[config.mk]
export PLATFORM = sky130hd
export DESIGN_NAME = pgf_queue
export DESIGN_NICKNAME = d
export VERILOG_FILES = /design/src/pgf_pkg.sv /design/src/pgf_queue.sv
export SDC_FILE = /design/constraint.sdc
export NUM_CORES = 1
export LEC_CHECK = 0
export ABC_AREA = 1
export BUFFER_PORTS_ARGS = -buffer_cell sky130_fd_sc_hd__clkbuf_2
export CAP_MARGIN = 20
export CORE_AREA = 2 2 353 355
export CTS_BUF_LIST = sky130_fd_sc_hd__clkbuf_4 sky130_fd_sc_hd__clkbuf_8
export CTS_CLUSTER_SIZE = 30
export DETAILED_ROUTE_END_ITERATION = 8
export DIE_AREA = 0 0 355 357
export PLACE_DENSITY = 0.48
export SETUP_SLACK_MARGIN = 0.15
export SLEW_MARGIN = 20
export SYNTH_ARGS = -nofsm -noshare
export SYNTH_HDL_FRONTEND = slang
export SYNTH_SLANG_ARGS = --single-unit
[constraint.sdc]
create_clock -name clk -period 26.4 [get_ports clk]
set_clock_uncertainty 0.1 [all_clocks]
set_input_delay 5.28 -clock clk [delete_from_list [all_inputs] [get_ports clk]]
set_output_delay 5.28 -clock clk [all_outputs]
set_load 0.01 [all_outputs]
[src/pgf_pkg.sv]
// ----------------------------------------------------------------------------
// pgf_pkg
// Widths, constants and the queue word type of the pair force pipeline.
// ----------------------------------------------------------------------------
package pgf_pkg;

  localparam int Axes      = 3;
  localparam int CoordW    = 32;
  localparam int MassW     = 32;
  localparam int ScaleW    = 32;
  localparam int ForceW    = 48;
  localparam int MagW      = 33;
  localparam int SqW       = 66;
  localparam int SumW      = 66;
  localparam int GmW       = 64;
  localparam int ChunkW    = 32;
  localparam int ProdW     = 96;
  localparam int Chunks    = ProdW / ChunkW;
  localparam int PrW       = ChunkW + MagW;
  localparam int PmW       = 128;
  localparam int RootW     = 49;
  localparam int RadW      = 99;
  localparam int RadShift  = 32;
  localparam int SqrtSteps = 49;
  localparam int SumLoW    = 33;
  localparam int RootLoW   = 25;
  localparam int PpW       = 58;
  localparam int DenW      = 115;
  localparam int QuoW      = 48;
  localparam int DivSteps  = QuoW;
  localparam int LowW      = 24;
  localparam int QDepth    = 2;

  localparam logic [ScaleW-1:0] ScaleReset = 32'h0001_0000;
  localparam logic signed [ForceW-1:0] ForceMax = {1'b0, {(ForceW-1){1'b1}}};
  localparam logic signed [ForceW-1:0] ForceMin = {1'b1, {(ForceW-1){1'b0}}};

  // One classified pair: squared distance, scaled mass products, signs.
  typedef struct packed {
    logic                        zero;
    logic [Axes-1:0]             pos;
    logic [SumW-1:0]             sum;
    logic [Axes-1:0][PmW-1:0]    pm;
  } pair_t;

endpackage

[src/pgf_queue.sv]
// ----------------------------------------------------------------------------
// pgf_queue
// Two-word queue between the front and back pipelines.
// ----------------------------------------------------------------------------
module pgf_queue (
  input  logic            clk,
  input  logic            rst,
  input  logic            push,
  input  logic            pop,
  input  pgf_pkg::pair_t  wr_data,
  output pgf_pkg::pair_t  rd_data,
  output logic            full,
  output logic            empty
);

  pgf_pkg::pair_t slot [pgf_pkg::QDepth];
  logic           wr_ptr;
  logic           rd_ptr;
  logic [1:0]     count;

  assign full    = (count == 2'(pgf_pkg::QDepth));
  assign empty   = (count == 2'd0);
  assign rd_data = slot[rd_ptr];

  always_ff @(posedge clk) begin
    if (push) begin
      slot[wr_ptr] <= wr_data;
    end
  end

  always_ff @(posedge clk) begin
    if (rst) begin
      wr_ptr <= 1'b0;
      rd_ptr <= 1'b0;
      count  <= 2'd0;
    end else begin
      if (push) begin
        wr_ptr <= ~wr_ptr;
      end
      if (pop) begin
        rd_ptr <= ~rd_ptr;
      end
      case ({push, pop})
        2'b10:   count <= count + 2'd1;
        2'b01:   count <= count - 2'd1;
        default: count <= count;
      endcase
    end
  end

endmodule

==> flow_summary.yaml, run 1 <==
yosys:
  synth_nets: 1905
  yosysWarnings: 0
  synth.most_common_cell: "edfxtp_1"
  syn_area_per_cell_um2: 23.0
  synth_area_leader_cell: "edfxtp_1"
  ys_ff_latch: 913
  synthTopCellsByCount: "edfxtp_1, mux2_2, mux2_4"
  synth_edf_count: 908
  syn_inst: 1446
  synth_flop_cell: "edfxtp_1"
  netlist_top_cells_area: "edfxtp_1, mux2_2, mux2_4"
  syn-cell-area_mm2: 0.0332
  async_flop_share_pct: 0
  synth_top_area_share_pct: 82.1
  synth_seq_area_share_pct: 82.4
  ys_types: 16
drt:
  avgViaCountPerCell: 4.11
  drc_errors: 0
  vias: 17500
  routed_wl_um: 85900
  drt-pass1-iter-count: 4
  drt_iter0_drc: 1041
  wire_per_inst_um: 20.2
  ant_nets: 0
timing:
  fmax_mhz: 97.6
  worst_pin_slew_ps: 1190
  tns_ps: 0
  rsz0062_at_grt: "no"
  slew_headroom_pct: 20.5
  final_max_slew_viol_count: 0
  setup_viol: 0
  hold_viol: 0
  fin_crit_sh_pct: 38.8
  fin_crit_ps: 10250
critical_path:
  r2r-start: "wr_ptr"
  crit-reg2reg-capture: "slot[0][265]"
  rrSetupSlack_ps: 22130
  reg2regPathDepth: 5
  crit_required_ps: 21020
  arrival_ps: 4870
  path_class: "reg -> out"
  crit_fanout: 143
  critPathLaunchType: "flop"
  end_kind: "output port"
power:
  power_density_mw_per_mm2: 77.0
  ir_drop_mv: 0.0548
  p_leak_nw: 16.1
cts:
  hold_buffers: 0
  post_cts_buffers: 0
  clockBufferDepth: 3
  post_cts_resized: 0
  clock-root-buffer: "clkbuf_8"
  cts.clk_slew.worst_paths_ps: 60
  clk_latency_ps: 840
  cts_tree: "done"
  cts_sinks: 913
  cts_buffers: 157
  ctsHtreeMaxLevel: 4
floorplan:
  die_x_um: 355
  dieArea_mm2: 0.127
  fp-row-count: 129
  core_mm2: 0.123
  start_util_pct: 27.0
  die_h_um: 357
  ios: 914
grt:
  grt_antenna_before_repair: 20
  grt.met1_usage_pct: 12.8
  use_met3_pct: 6.74
  busiest_layer: "met2"
  grt_max_degree: 153
  grt_pass1_wl_um: 121000
  grt_util_met2_pct: 22.7
  grt_overflow_total: 0
  grt_usage_pct: 13.0
  grt_pass1_vias: 19100
layout:
  utilization_pct: 34.7
  final_layout_size_suffix_gt1_share_pct: 62.6
  nets: 2941
  synthToLayoutAreaGrowth_pct: 28.6
hold_path:
  holdPathStages: 2
  worstHoldStart: "count[1]"
  hold_end: "count[1]"
  min_path_type: "reg -> reg"
run:
  max_cap_violations: 0
placement:
  gp_congestion: 0.836
  portBuffers: 913
  dp_hpwl_um: 60800
outcome:
  outcome: "finished, final reports clean"
[worst max-delay path, cell delays in order (launching register included)]
cell and delay [ps]:
dfxtp_4 860, buf_12 600, buf_4 900, buf_4 740
mux2_2 430, clkbuf_2 130
[cells in the final DEF (no fill, tap or decap), drive strengths merged]
master	synthesis	routed
nand2	5	5
nor3	1	1
clkinv	0	52
nor2	10	10
o21ai	1	1
a21oi	1	1
dfxtp	5	5
bufinv	0	2
edfxtp	908	908
diode	0	17
clkinvlp	0	1
ha	1	1
buf	51	15
clkbuf	0	1125
mux2	454	454
inv	7	18
xnor2	1	1
nand4	1	1
[flip-flops by register name (all words and copies together) (netlist names), named ones only]
| signal | count |
|---|---|
| rd_ptr | 1 |
| wr_ptr | 1 |
| slot | 908 |
| count | 2 |
[routing by layer]
layer  wire length [um]  vias to the layer above
li1                   -                     7908
met1              29800                     8671
met2              44400                      754
met3               9300                      149
met4               2210                       14
met5                 89                        -
[kinds of logic after synthesis]
family	count (synthesis)	share of synthesized area (%)
multiplexers	454	16.1
adder cells (fa/ha/maj)	1	0.0377
AO/OA/AOI/OAI	2	0.0301
AND/OR/NAND/NOR	17	0.203
XOR/XNOR	1	0.0264
buffers and inverters	58	1.22
flip-flops	913	82.4
[worst max path at each step]
stage	end	slack, ps	cells past startpoint
final	rd_data[189]	16150	5
after global routing	rd_data[189]	15780	5
after CTS	rd_data[189]	15980	5
after global placement	slot[0][265]	17080	7
after floorplan	slot[0][0]	670	2
after detailed placement	rd_data[189]	16970	5
[layout make-up]
class                           count  area, um^2
Multi-Input combinational cell    475        5440
Tap cell                         1637        2050
Timing Repair Buffer              928        4720
Clock buffer                      212        2600
Clock inverter                     66         464
Antenna cell                       17        42.5
Inverter                            7        33.8
Sequential cell                   913       27400
Fill cell                       11900       80300
[power by group]
part / internal (W) / switching (W) / total (W)
clock: 0.000667 / 0.000576 / 0.00124
combinational: 0.000152 / 0.000189 / 0.000341
sequential: 0.00168 / 0.0000207 / 0.00170
[stage by stage]
stage	cell area (um^2)	total power [W]	hold WS (ps)	instances	setup slack, ps
3_5_place_dp	39600	0.00208	413	3960	16970
4_1_cts	42700	0.00335	421	4238	15980
6_report	42700	0.00329	424	4255	16150
5_1_grt	42700	0.00343	463	4250	15780
2_1_floorplan	33200	0.00196	380	1446	673
3_3_place_gp	39600	0.00208	404	3960	17080
Note: power is estimated with default switching activity, not from simulation.
==> inputs of run 2 (changes only) <==
==> constraint.sdc (replaced) <==
create_clock -name clk -period 9.3 [get_ports clk]
set_clock_uncertainty 0.1 [all_clocks]
set_input_delay 1.86 -clock clk [delete_from_list [all_inputs] [get_ports clk]]
set_output_delay 1.86 -clock clk [all_outputs]
set_load 0.01 [all_outputs]
==> run 2 against run 1 <==
  * Wire length up 1.4%
  * Highest routed layer unchanged
  * Critical path type unchanged
  * Critical endpoint is now rd_data[201]
  * Clock-buffer cell count is 9 lower
  * Register-to-register slack worse by 16000 ps
  * Critical path depth is 1 lower
  * Utilization about the same
  * Design area grew 0.13%
==> flow_summary.yaml, run 2 (synthesis gave the netlist of run 1 again) <==
floorplan:
  dieArea_mm2: 0.127
  die_h_um: 357
  core_mm2: 0.123
  start_util_pct: 27.0
  fp-row-count: 129
  die_x_um: 355
  ios: 914
cts:
  post_cts_buffers: 0
  clk_latency_ps: 850
  cts_tree: "done"
  clock-root-buffer: "clkbuf_8"
  hold_buffers: 0
  cts.clk_slew.worst_paths_ps: 60
  post_cts_resized: 0
  clockBufferDepth: 3
  cts_buffers: 159
  cts_sinks: 913
  ctsHtreeMaxLevel: 4
timing:
  worst_pin_slew_ps: 1160
  setup_slack_ps: 3830
  tns_ps: 0
  fmax_mhz: 183
  rsz0062_at_grt: "no"
  slew_headroom_pct: 22.4
  final_max_slew_viol_count: 0
  setup_viol: 0
  fin_crit_sh_pct: 58.8
  fin_crit_ps: 5470
  hold_viol: 0
drt:
  drc_errors: 0
  drt_iter0_drc: 894
  avgViaCountPerCell: 4.12
  drt-pass1-iter-count: 4
  vias: 17600
  wire_per_inst_um: 20.4
  ant_nets: 0
  routed_wl_um: 87100
grt:
  grt_pass1_wl_um: 122000
  grt_max_degree: 153
  grt_antenna_before_repair: 26
  grt_overflow_total: 0
  grt_usage_pct: 13.2
  grt_pass1_vias: 19100
layout:
  multi_input_area_mm2: 0.00546
  synthToLayoutAreaGrowth_pct: 28.8
  layout_commonest_cell: "clkbuf_2"
  nets: 2943
  largest_reg_flops: 908
  top_regs: "slot x908, count x2"
  final_layout_size_suffix_gt1_share_pct: 62.4
  num-fill-cells: 11900
  top_register: "slot"
  final_cell_mix: "clkbuf_2, edfxtp_1, mux2_2, clkbuf_8, mux2_4"
  seqCellArea_mm2: 0.0274
outcome:
  outcome: "finished, final reports clean"
placement:
  dp_slack_ps: 4780
  dp_hpwl_um: 60600
  portBuffers: 913
  gp_congestion: 0.819
power:
  total_power_w: 0.00932
  ir_drop_mv: 0.128
  p_leak_nw: 16.0
  power_density_mw_per_mm2: 218
critical_path:
  end_kind: "output port"
  critPathLaunchType: "flop"
  crit_required_ps: 7340
  crit_fanout: 152
  arrival_ps: 3510
  path_class: "reg -> out"
  rrSetupSlack_ps: 6570
hold_path:
  min_path_type: "reg -> reg"
run:
  max_cap_violations: 0
-- run 2: changes by cell type in the layout (fill, tap and decap cells not counted), sizes merged --
| cell | delta |
|---|---|
| clkbuf | -9 |
| diode | +3 |
| inv | -10 |
| bufinv | +2 |
| clkinv | +14 |
| clkinvlp | +8 |
-- run 2: area by class of cell --
cell class                      count  area share (%)
Clock buffer                      203            5.90
Antenna cell                       20           0.117
Clock inverter                     80            1.19
Tap cell                         1637            4.79
Multi-Input combinational cell    475            12.8
Timing Repair Buffer              928            11.2
Sequential cell                   913            64.0
Inverter                            7          0.0702
-- run 2: stage by stage --
stage               util [%]  instance area, um^2  cells  hold slack, ps
finish                  34.8                42800   4263             429
global placement        32.3                39700   3960             403
CTS                     34.7                42700   4243             429
floorplan                  -                33200   1446             380
global route            34.8                42800   4258             462
detailed placement      32.3                39700   3960             406
-- run 2: metal layers --
layer	global-route usage [%]	share of wire [%]	up-vias
met4	6.26	3.4	20
met1	13.3	35	8679
met5	0	0.14	-
met2	22.3	50	768
li1	-	-	7908
met3	7.08	11	179
-- run 2: critical path, stage by stage, from the launching register on --
cell	delay [ps]
dfxtp_4	640
buf_12	500
buf_12	400
mux2_2	400
clkbuf_2	130
-- run 2: power breakdown --
group	total [W]	switching [W]	internal [W]	leakage [nW]
Clock	0.00351	0.00162	0.00189	1.58
Combinational	0.000974	0.000539	0.000436	5.89
Sequential	0.00483	0.0000563	0.00478	8.56
Total	0.00932	0.00221	0.00710	16.0
-- run 2: final timing paths --
kind / start / to / cells past startpoint
min reg2reg: rd_ptr / rd_ptr / 2
max: flop / rd_data[201] / 4
max reg2reg: wr_ptr / slot[1][9] / 4
min: rd_ptr / rd_ptr / 2
